<file path="config.mk">
export PLATFORM = sky130hd
export DESIGN_NAME = encoder_speed_moving_average
export DESIGN_NICKNAME = d
export VERILOG_FILES = /design/src/rtl/core/encspd_pkg.sv /design/src/rtl/core/encspd_div.sv /design/src/rtl/core/encspd_dp.sv /design/src/rtl/core/encspd_ctrl.sv /design/src/rtl/core/encoder_speed_moving_average.sv
export SDC_FILE = /design/constraint.sdc
export NUM_CORES = 2
export LEC_CHECK = 0
export BUFFER_PORTS_ARGS = -buffer_cell sky130_fd_sc_hd__buf_2
export CORE_ASPECT_RATIO = 1.4
export CORE_MARGIN = 1
export CORE_UTILIZATION = 52
export DETAILED_ROUTE_END_ITERATION = 7
export GPL_ROUTABILITY_DRIVEN = 0
export PLACE_DENSITY = 0.76
export SLEW_MARGIN = 20
export SYNTH_ARGS = -nofsm -noshare
export SYNTH_HDL_FRONTEND = slang
export SYNTH_HIERARCHICAL = 1
export SYNTH_SLANG_ARGS = --single-unit
</file>
<file path="constraint.sdc">
create_clock -name i_clk -period 17.5 [get_ports i_clk]
set_input_delay 3.5 -clock i_clk [delete_from_list [all_inputs] [get_ports i_clk]]
set_output_delay 3.5 -clock i_clk [all_outputs]
set_load 0.01 [all_outputs]
</file>
<file path="src/rtl/core/encspd_pkg.sv">
// ----------------------------------------------------------------------------
// encspd_pkg
// Shared types and constants of the encoder speed moving average block.
// ----------------------------------------------------------------------------
package encspd_pkg;

    // field and datapath widths
    localparam int POS_W  = 32;
    localparam int CPR_W  = 16;
    localparam int SCALE_W = 24;
    localparam int NUM_W  = POS_W + SCALE_W;
    localparam int DEN_W  = CPR_W + POS_W;
    localparam int QUO_W  = 32;
    localparam int CNT_W  = 6;

    // ring depth, a power of two so the averages are a plain shift
    localparam int DEPTH  = 8;
    localparam int AVG_SH = $clog2(DEPTH);

    // rpm scale: 60 s / 100 us, times 16 for the fraction bits
    localparam logic [SCALE_W-1:0] RPM_SCALE = 24'd9600000;
    localparam logic [CPR_W-1:0]   CPR_RESET = 16'd1024;
    localparam logic [QUO_W-1:0]   RPM_MAX   = 32'h7FFF_FFFF;
    localparam logic [QUO_W-1:0]   RPM_MIN   = 32'h8000_0000;

    // controller states
    typedef enum logic [2:0] {
        S_IDLE,
        S_CHECK,
        S_MULT,
        S_DIV_GO,
        S_DIV_WAIT,
        S_PUSH,
        S_OUT
    } t_state;

    // commands from controller to datapath
    typedef struct packed {
        logic load_in;
        logic latch_first;
        logic sample;
        logic mult;
        logic div_start;
        logic take_rpm;
        logic push;
        logic load_out;
    } t_dp_cmd;

    // status from datapath to controller
    typedef struct packed {
        logic have_last;
        logic tick_same;
        logic spd_done;
        logic out_free;
    } t_dp_sts;

endpackage

</file>
<file path="src/rtl/core/encspd_div.sv">
// ----------------------------------------------------------------------------
// encspd_div
// Restoring divider, one quotient bit per cycle, 32-bit quotient.
// Flags overflow at start when the quotient would not fit in 32 bits.
// ----------------------------------------------------------------------------
module encspd_div
    import encspd_pkg::*;
(
    input  logic             i_clk,
    input  logic             i_rst_n,
    input  logic             i_start,
    input  logic [NUM_W-1:0] i_num,
    input  logic [DEN_W-1:0] i_den,
    output logic [QUO_W-1:0] o_quo,
    output logic             o_ovf,
    output logic             o_done
);

    logic [DEN_W-1:0] r_den;
    logic [DEN_W-1:0] r_rem;
    logic [QUO_W-1:0] r_shf;
    logic [CNT_W-1:0] r_cnt;
    logic             r_ovf;
    logic             r_done;

    logic [DEN_W:0]   trial;
    logic [DEN_W:0]   diff;
    logic             ge;
    logic             start_ovf;

    // one restoring step
    assign trial     = {r_rem, r_shf[QUO_W-1]};
    assign diff      = trial - {1'b0, r_den};
    assign ge        = trial >= {1'b0, r_den};
    assign start_ovf = DEN_W'(i_num[NUM_W-1:QUO_W]) >= i_den;

    // iteration control
    always_ff @(posedge i_clk) begin
        if (!i_rst_n) begin
            r_cnt  <= '0;
            r_done <= 1'b0;
        end else if (i_start) begin
            r_cnt  <= start_ovf ? CNT_W'(0) : CNT_W'(QUO_W);
            r_done <= start_ovf;
        end else if (r_cnt != '0) begin
            r_cnt  <= r_cnt - CNT_W'(1);
            r_done <= (r_cnt == CNT_W'(1));
        end else begin
            r_done <= 1'b0;
        end
    end

    // remainder and quotient shift
    always_ff @(posedge i_clk) begin
        if (i_start) begin
            r_den <= i_den;
            r_rem <= DEN_W'(i_num[NUM_W-1:QUO_W]);
            r_shf <= i_num[QUO_W-1:0];
            r_ovf <= start_ovf;
        end else if (r_cnt != '0) begin
            r_rem <= ge ? diff[DEN_W-1:0] : trial[DEN_W-1:0];
            r_shf <= {r_shf[QUO_W-2:0], ge};
        end
    end

    assign o_quo  = r_shf;
    assign o_ovf  = r_ovf;
    assign o_done = r_done;

endmodule

</file>
<file path="src/rtl/core/encspd_dp.sv">
// ----------------------------------------------------------------------------
// encspd_dp
// Datapath: deltas, speed scaling and division, sample ring with running
// sums, averages and the output register.
// ----------------------------------------------------------------------------
module encspd_dp
    import encspd_pkg::*;
(
    input  logic                    i_clk,
    input  logic                    i_rst_n,
    input  logic                    i_cfg_we,
    input  logic [CPR_W-1:0]        i_cfg_wdata,
    input  logic signed [POS_W-1:0] i_encoder_position,
    input  logic [POS_W-1:0]        i_tick_count,
    input  logic                    i_stall,
    input  t_dp_cmd                 i_cmd,
    output t_dp_sts                 o_sts,
    output logic                    o_valid,
    output logic                    o_valid_res,
    output logic signed [POS_W-1:0] o_raw_rpm,
    output logic signed [POS_W-1:0] o_avg_rpm,
    output logic [POS_W-1:0]        o_raw_tick_delta,
    output logic [POS_W-1:0]        o_avg_tick_delta
);

    localparam int SLOT_W = (DEPTH > 1) ? $clog2(DEPTH) : 1;
    localparam int FILL_W = $clog2(DEPTH + 1);
    localparam int SUM_W  = POS_W + $clog2(DEPTH);

    // configuration and input latches
    logic [CPR_W-1:0] r_cpr;
    logic [POS_W-1:0] r_pos_in;
    logic [POS_W-1:0] r_tick_in;
    logic [POS_W-1:0] r_last_pos;
    logic [POS_W-1:0] r_last_tick;
    logic             r_have_last;

    // sample computation
    logic             r_neg;
    logic [POS_W-1:0] r_mag;
    logic [POS_W-1:0] r_dt;
    logic [NUM_W-1:0] r_num;
    logic [DEN_W-1:0] r_den;
    logic [POS_W-1:0] r_rpm;

    // ring and sums
    logic [POS_W-1:0]  r_spd_mem [DEPTH];
    logic [POS_W-1:0]  r_gap_mem [DEPTH];
    logic [POS_W-1:0]  r_old_spd;
    logic [POS_W-1:0]  r_old_gap;
    logic [SLOT_W-1:0] r_slot;
    logic [FILL_W-1:0] r_fill;
    logic [SUM_W-1:0]  r_spd_sum;
    logic [POS_W-1:0]  r_gap_sum;
    logic [POS_W-1:0]  r_raw_rpm;
    logic [POS_W-1:0]  r_raw_gap;

    // output register
    logic             r_out_valid;
    logic             r_o_valid_res;
    logic [POS_W-1:0] r_o_raw_rpm;
    logic [POS_W-1:0] r_o_avg_rpm;
    logic [POS_W-1:0] r_o_raw_gap;
    logic [POS_W-1:0] r_o_avg_gap;

    // combinational helpers
    logic [CPR_W-1:0] cpr_eff;
    logic [POS_W-1:0] pos_diff;
    logic [POS_W-1:0] tick_diff;
    logic             full;
    logic [SUM_W-1:0] spd_mag;
    logic [SUM_W-1:0] spd_avg_mag;
    logic [POS_W-1:0] avg_rpm;
    logic [POS_W-1:0] avg_gap;
    logic [QUO_W-1:0] div1_quo;
    logic             div1_ovf;
    logic             div1_done;
    logic [POS_W-1:0] rpm_sat;
    logic [SUM_W-1:0] old_spd_ext;
    logic [SUM_W-1:0] new_spd_ext;
    logic [SUM_W-1:0] spd_sum_upd;
    logic [POS_W-1:0] gap_sum_upd;

    assign cpr_eff   = (r_cpr == '0) ? CPR_W'(1) : r_cpr;
    assign pos_diff  = r_pos_in - r_last_pos;
    assign tick_diff = r_tick_in - r_last_tick;
    assign full      = (r_fill == FILL_W'(DEPTH));
    assign spd_mag   = r_spd_sum[SUM_W-1] ? (SUM_W'(0) - r_spd_sum) : r_spd_sum;

    // averages: magnitude shifted down, sign put back, truncation toward zero
    assign spd_avg_mag = spd_mag >> AVG_SH;
    assign avg_rpm     = r_spd_sum[SUM_W-1] ? (POS_W'(0) - spd_avg_mag[POS_W-1:0])
                                            : spd_avg_mag[POS_W-1:0];
    assign avg_gap     = r_gap_sum >> AVG_SH;

    // speed quotient divider
    encspd_div u_div_spd (
        .i_clk   (i_clk),
        .i_rst_n (i_rst_n),
        .i_start (i_cmd.div_start),
        .i_num   (r_num),
        .i_den   (r_den),
        .o_quo   (div1_quo),
        .o_ovf   (div1_ovf),
        .o_done  (div1_done)
    );

    // signed saturation of the speed quotient
    always_comb begin
        if (r_neg) begin
            rpm_sat = (div1_ovf || div1_quo[QUO_W-1]) ? RPM_MIN : (QUO_W'(0) - div1_quo);
        end else begin
            rpm_sat = (div1_ovf || div1_quo[QUO_W-1]) ? RPM_MAX : div1_quo;
        end
    end

    // running sum updates, oldest entry leaves only once the ring is full
    assign old_spd_ext = full ? {{(SUM_W-POS_W){r_old_spd[POS_W-1]}}, r_old_spd} : '0;
    assign new_spd_ext = {{(SUM_W-POS_W){r_rpm[POS_W-1]}}, r_rpm};
    assign spd_sum_upd = r_spd_sum - old_spd_ext + new_spd_ext;
    assign gap_sum_upd = r_gap_sum - (full ? r_old_gap : '0) + r_dt;

    // configuration register
    always_ff @(posedge i_clk) begin
        if (!i_rst_n) begin
            r_cpr <= CPR_RESET;
        end else if (i_cfg_we) begin
            r_cpr <= i_cfg_wdata;
        end
    end

    // input latch and last position/tick
    always_ff @(posedge i_clk) begin
        if (!i_rst_n) begin
            r_last_pos  <= '0;
            r_last_tick <= '0;
            r_have_last <= 1'b0;
        end else if (i_cmd.latch_first || i_cmd.sample) begin
            r_last_pos  <= r_pos_in;
            r_last_tick <= r_tick_in;
            r_have_last <= 1'b1;
        end
    end

    always_ff @(posedge i_clk) begin
        if (i_cmd.load_in) begin
            r_pos_in  <= $unsigned(i_encoder_position);
            r_tick_in <= i_tick_count;
        end
    end

    // deltas, scaling products and saturated speed
    always_ff @(posedge i_clk) begin
        if (i_cmd.sample) begin
            r_neg <= pos_diff[POS_W-1];
            r_mag <= pos_diff[POS_W-1] ? (POS_W'(0) - pos_diff) : pos_diff;
            r_dt  <= tick_diff;
        end
        if (i_cmd.mult) begin
            r_num <= NUM_W'(r_mag) * NUM_W'(RPM_SCALE);
            r_den <= DEN_W'(cpr_eff) * DEN_W'(r_dt);
        end
        if (i_cmd.take_rpm) begin
            r_rpm <= rpm_sat;
        end
    end

    // sample ring memory, read of the oldest slot ahead of the push
    always_ff @(posedge i_clk) begin
        if (i_cmd.sample) begin
            r_old_spd <= r_spd_mem[r_slot];
            r_old_gap <= r_gap_mem[r_slot];
        end
        if (i_cmd.push) begin
            r_spd_mem[r_slot] <= r_rpm;
            r_gap_mem[r_slot] <= r_dt;
        end
    end

    // ring pointer, fill level and sums
    always_ff @(posedge i_clk) begin
        if (!i_rst_n) begin
            r_slot    <= '0;
            r_fill    <= '0;
            r_spd_sum <= '0;
            r_gap_sum <= '0;
        end else if (i_cmd.push) begin
            r_slot    <= (r_slot == SLOT_W'(DEPTH - 1)) ? '0 : r_slot + SLOT_W'(1);
            r_fill    <= full ? r_fill : r_fill + FILL_W'(1);
            r_spd_sum <= spd_sum_upd;
            r_gap_sum <= gap_sum_upd;
        end
    end

    // newest sample
    always_ff @(posedge i_clk) begin
        if (i_cmd.push) begin
            r_raw_rpm <= r_rpm;
            r_raw_gap <= r_dt;
        end
    end

    // output register, freed by a transfer
    always_ff @(posedge i_clk) begin
        if (!i_rst_n) begin
            r_out_valid <= 1'b0;
        end else if (i_cmd.load_out) begin
            r_out_valid <= 1'b1;
        end else if (!i_stall) begin
            r_out_valid <= 1'b0;
        end
    end

    always_ff @(posedge i_clk) begin
        if (i_cmd.load_out) begin
            r_o_valid_res <= full;
            r_o_raw_rpm   <= full ? r_raw_rpm : '0;
            r_o_avg_rpm   <= full ? avg_rpm : '0;
            r_o_raw_gap   <= full ? r_raw_gap : '0;
            r_o_avg_gap   <= full ? avg_gap : '0;
        end
    end

    // status to the controller
    assign o_sts.have_last = r_have_last;
    assign o_sts.tick_same = (r_tick_in == r_last_tick);
    assign o_sts.spd_done  = div1_done;
    assign o_sts.out_free  = !r_out_valid || !i_stall;

    assign o_valid          = r_out_valid;
    assign o_valid_res      = r_o_valid_res;
    assign o_raw_rpm        = $signed(r_o_raw_rpm);
    assign o_avg_rpm        = $signed(r_o_avg_rpm);
    assign o_raw_tick_delta = r_o_raw_gap;
    assign o_avg_tick_delta = r_o_avg_gap;

endmodule

</file>
<file path="src/rtl/core/encspd_ctrl.sv">
// ----------------------------------------------------------------------------
// encspd_ctrl
// Controller: sequences one query through check, scaling, division, ring
// push and output.
// ----------------------------------------------------------------------------
module encspd_ctrl
    import encspd_pkg::*;
(
    input  logic    i_clk,
    input  logic    i_rst_n,
    input  logic    i_valid,
    output logic    o_stall,
    input  t_dp_sts i_sts,
    output t_dp_cmd o_cmd
);

    t_state r_state;
    t_state n_state;

    // state register
    always_ff @(posedge i_clk) begin
        if (!i_rst_n) begin
            r_state <= S_IDLE;
        end else begin
            r_state <= n_state;
        end
    end

    // next state
    always_comb begin
        n_state = r_state;
        unique case (r_state)
            S_IDLE: begin
                if (i_valid) n_state = S_CHECK;
            end
            S_CHECK: begin
                if (!i_sts.have_last || i_sts.tick_same) n_state = S_OUT;
                else n_state = S_MULT;
            end
            S_MULT:     n_state = S_DIV_GO;
            S_DIV_GO:   n_state = S_DIV_WAIT;
            S_DIV_WAIT: begin
                if (i_sts.spd_done) n_state = S_PUSH;
            end
            S_PUSH:     n_state = S_OUT;
            S_OUT: begin
                if (i_sts.out_free) n_state = S_IDLE;
            end
            default:    n_state = S_IDLE;
        endcase
    end

    // command outputs
    always_comb begin
        o_cmd   = '0;
        o_stall = 1'b1;
        unique case (r_state)
            S_IDLE: begin
                o_stall       = 1'b0;
                o_cmd.load_in = i_valid;
            end
            S_CHECK: begin
                o_cmd.latch_first = !i_sts.have_last;
                o_cmd.sample      = i_sts.have_last && !i_sts.tick_same;
            end
            S_MULT:     o_cmd.mult = 1'b1;
            S_DIV_GO:   o_cmd.div_start = 1'b1;
            S_DIV_WAIT: o_cmd.take_rpm = i_sts.spd_done;
            S_PUSH:     o_cmd.push = 1'b1;
            S_OUT:      o_cmd.load_out = i_sts.out_free;
            default:    o_cmd = '0;
        endcase
    end

endmodule

</file>
<file path="src/rtl/core/encoder_speed_moving_average.sv">
// ----------------------------------------------------------------------------
// encoder_speed_moving_average
// A query without a new sample goes from the check straight to the output
// load; a new sample first passes scaling, the 32-step bit-serial speed
// divider and the ring push, and the divider skips its steps when the speed
// saturates at divider start. One query at a time: the next is taken in the
// cycle after the result is loaded, and an output stall holds that load back.
// Synchronous active-low reset; the ring needs no clearing pass.
// ----------------------------------------------------------------------------
module encoder_speed_moving_average
    import encspd_pkg::*;
(
    input  logic                    i_clk,
    input  logic                    i_rst_n,
    input  logic                    i_cfg_we,
    input  logic [CPR_W-1:0]        i_cfg_wdata,
    input  logic                    i_valid,
    output logic                    o_stall,
    input  logic signed [POS_W-1:0] i_encoder_position,
    input  logic [POS_W-1:0]        i_tick_count,
    output logic                    o_valid,
    input  logic                    i_stall,
    output logic                    o_valid_res,
    output logic signed [POS_W-1:0] o_raw_rpm,
    output logic signed [POS_W-1:0] o_avg_rpm,
    output logic [POS_W-1:0]        o_raw_tick_delta,
    output logic [POS_W-1:0]        o_avg_tick_delta
);

    t_dp_cmd cmd;
    t_dp_sts sts;

    // sequencing
    encspd_ctrl u_ctrl (
        .i_clk   (i_clk),
        .i_rst_n (i_rst_n),
        .i_valid (i_valid),
        .o_stall (o_stall),
        .i_sts   (sts),
        .o_cmd   (cmd)
    );

    // arithmetic, ring and output register
    encspd_dp u_dp (
        .i_clk              (i_clk),
        .i_rst_n            (i_rst_n),
        .i_cfg_we           (i_cfg_we),
        .i_cfg_wdata        (i_cfg_wdata),
        .i_encoder_position (i_encoder_position),
        .i_tick_count       (i_tick_count),
        .i_stall            (i_stall),
        .i_cmd              (cmd),
        .o_sts              (sts),
        .o_valid            (o_valid),
        .o_valid_res        (o_valid_res),
        .o_raw_rpm          (o_raw_rpm),
        .o_avg_rpm          (o_avg_rpm),
        .o_raw_tick_delta   (o_raw_tick_delta),
        .o_avg_tick_delta   (o_avg_tick_delta)
    );

endmodule

</file>
==> impl_metrics.tcl <==
set metrics [dict create \
    status "finished, violations left" \
    violations "design-rule violations" \
    via_count 55200 \
    layout_common_cells "edfxtp_1 (1126), inv_1 (1065), nand2_1 (666), fa_1 (655), ha_1 (481)" \
    io_pins 216 \
    synth_edf_count 1126 \
    power_mw 11.90 \
    reg2reg_depth 20 \
    postLayoutCoreUtil 0.5727 \
    cts_buffers 130 \
    cts_sinks 1316 \
    htree_levels 4 \
    layout_commonest_cell "edfxtp_1" \
    cts_setup_buffers 0 \
    crit_path_max_fanout 26 \
    p_clk_frac 0.241 \
    wire_per_inst_um 19.91 \
    fin_setup_tns_ns 0 \
    cp_data_required_time_ns 18.06 \
    dieArea_um2 166100 \
    power_density_nw_per_um2 127.5 \
    synth_cell_type_count 114 \
    drive_above_1_share 0.1126 \
    worstPathArrival_ns 8.22 \
    switching_share 0.3663 \
    cts_root_buf "clkbuf_16" \
    grt_pass1_vias 57480 \
    wl_mm 194.1 \
    min-delay-start "u_dp/r_den[21]" \
    pre_cts_ws_ns 10.03 \
    switching_power_mw 4.358 \
    grt_usage 0.2362 \
    ir_drop_uv 105.3 \
    finalHoldViolCount 0 \
    ctsResizeCount 0 \
    maxSlewViolCount 0 \
    num-nets-final 8740 \
    die_w_um 344.8 \
    synth_cells 7357 \
    synth-seq-cells 1316 \
    crit_path_end_kind "flip-flop" \
    seq_area_frac_synth 0.4398 \
    min_period_over_period 0.4377 \
    r2r-end "u_dp/r_den[44]" \
    whs_endpoint "u_dp/u_div_spd/r_den[21]" \
    clockBufferDepth 3 \
    pwr-share-seq 0.342 \
    grt_max_degree 132 \
    insertion_delay_ns 0.79 \
    startpoint_type "flip-flop" \
    antenna_left 0 \
    p_int_mw 7.540 \
    core_um2 162900 \
    dpl-instance-area_um2 88910 \
    cts_hold_buffers 0 \
    start_util 0.5250 \
    syn_avg_cell_area_um2 11.62 \
    clk_pin_slew_ns 0.07 \
    syn-cell-area_um2 85520 \
    ys_warn_count 6 \
    worst-r2r-setup-slack_ns 9.84 \
    maxSlewHeadroom 0.2304 \
    first_pass_iters 8 \
    whs_path_depth 0 \
    rsz0062_at_grt "false" \
    drv_cap 0 \
    dp_hpwl_mm 137.7 \
    fin_cells 9748 \
    crit_type "flip-flop to flip-flop" \
    synthArstFlopShare 0 \
    post-place-cells 9510 \
    clock-skew-final_ns 0.03181 \
    num_rows 175 \
    fmax_ghz 0.1306 \
    fp.dieH_um 481.9 \
    period_minus_slack_ns 7.659 \
    synthToLayoutAreaGrowth_pct 9.082 \
    r2r-start "u_dp/r_dt[11]" \
    p_comb_frac 0.417 \
    port_buffers 212 \
    fin_area_um2 93290 \
    grt_overflow_total 0 \
    setup_viol 0 \
    min_path_type "flip-flop to flip-flop" \
    hold-worst-slack_ns 0.4412 \
    antenna_found_initial 5 \
    drt_iter0_markers 3971 \
    via_per_inst 5.662 \
    leakagePower_nw 37.47 \
    synth_ff_type "edfxtp_1" \
    setup_slack_ns 9.841 \
    grt_pass1_wl_mm 305.7 \
    drc 1 \
    worst_pin_slew_ns 1.154 \
    cts_tree "yes" \
]
## critical path: stages (launching register included)
cell and delay [ns]:
edfxtp_1 1.12, nand2_1 0.19, fa_1 0.56, fa_1 0.48, fa_1 0.56, inv_1 0.06, fa_1 0.50, fa_1 0.49
inv_1 0.05, fa_1 0.48, inv_1 0.04, ha_1 0.32, and3_1 0.24, and3_1 0.19, nand3_1 0.11, a21oi_1 0.40
a311oi_1 0.19, o21ai_0 0.42, a211oi_1 0.23, o31a_1 0.42, o311ai_0 0.36
## cells in the mapped netlist, types with 58 or more instances
library cell / n / share of area
mux2_2: 120 / 0.016
mux2i_1: 58 / 0.0068
and2_1: 352 / 0.026
nor3_1: 79 / 0.0046
nor2_1: 366 / 0.016
xor2_1: 102 / 0.010
xnor2_1: 196 / 0.020
nand2_1: 666 / 0.029
fa_1: 655 / 0.15
a21o_1: 137 / 0.012
clkbuf_1: 238 / 0.010
dfxtp_1: 190 / 0.044
ha_1: 481 / 0.070
inv_1: 1067 / 0.047
nand4_1: 60 / 0.0044
mux4_2: 128 / 0.034
o21ai_0: 167 / 0.0098
nand3_1: 79 / 0.0046
edfxtp_1: 1126 / 0.40
a21oi_1: 351 / 0.021
## power by group through the flow
| stage | sequential [mW] | clock (mW) | combinational (mW) |
|---|---|---|---|
| after detailed placement | 4.13 | 0 | 4.91 |
| final | 4.07 | 2.86 | 4.96 |
| after global placement | 4.12 | 0 | 4.79 |
| after floorplan | 4.07 | 0 | 3.73 |
| after global routing | 4.10 | 3.03 | 5.50 |
| after CTS | 4.07 | 2.92 | 4.95 |
## per-layer routing
layer | track usage | share of wire | vias to the layer above
met2 | 0.4208 | 0.52 | 1928
met3 | 0.03335 | 0.058 | 513
met4 | 0.1059 | 0.044 | 2
met1 | 0.2816 | 0.38 | 27400
li1 | - | - | 25360
met5 | 0 | 0.000052 | -
## logic make-up after synthesis
kind of cell,synth area share
buffers and inverters,0.06052
other,0.00004385
AOI/OAI and AO/OA,0.07678
DFF,0.4398
and+or+nand+nor,0.1091
muxes,0.05954
xor gates and xnor gates,0.03052
adders and majority gates,0.2237
## area by class of cell
cell class	instances	area [um^2]
fill	13020	69610
inverter	1070	4023
clock buffer	162	3466
multi-input combinational	4700	42870
antenna	2	5.005
clock inverter	73	892.1
tap	2124	2658
timing repair buffer	301	1749
sequential	1316	37630
## registers in the layout, indices dropped and copies added (netlist names), 35 cells and up
name / count
u_dp/r_gap_mem: 256
u_dp/r_spd_mem: 256
u_dp/r_den: 48
u_dp/u_div_spd/r_den: 48
u_dp/u_div_spd/r_rem: 48
u_dp/r_num: 46
u_dp/r_spd_sum: 35
## worst max path at each step
stage / slack, ns / depth (start not counted) / startpoint / endpoint
floorplan: 4.45 / 11 / u_dp/r_tick_in[16] / u_dp/r_last_tick[2]
global placement: 10.27 / 20 / u_dp/r_cpr[12] / u_dp/r_den[46]
detailed placement: 10.03 / 20 / u_dp/r_dt[11] / u_dp/r_den[44]
CTS: 9.99 / 20 / u_dp/r_dt[11] / u_dp/r_den[44]
global route: 9.56 / 20 / u_dp/r_dt[11] / u_dp/r_den[44]
finish: 9.84 / 20 / u_dp/r_dt[11] / u_dp/r_den[44]
(Power assumes the default switching activity.)
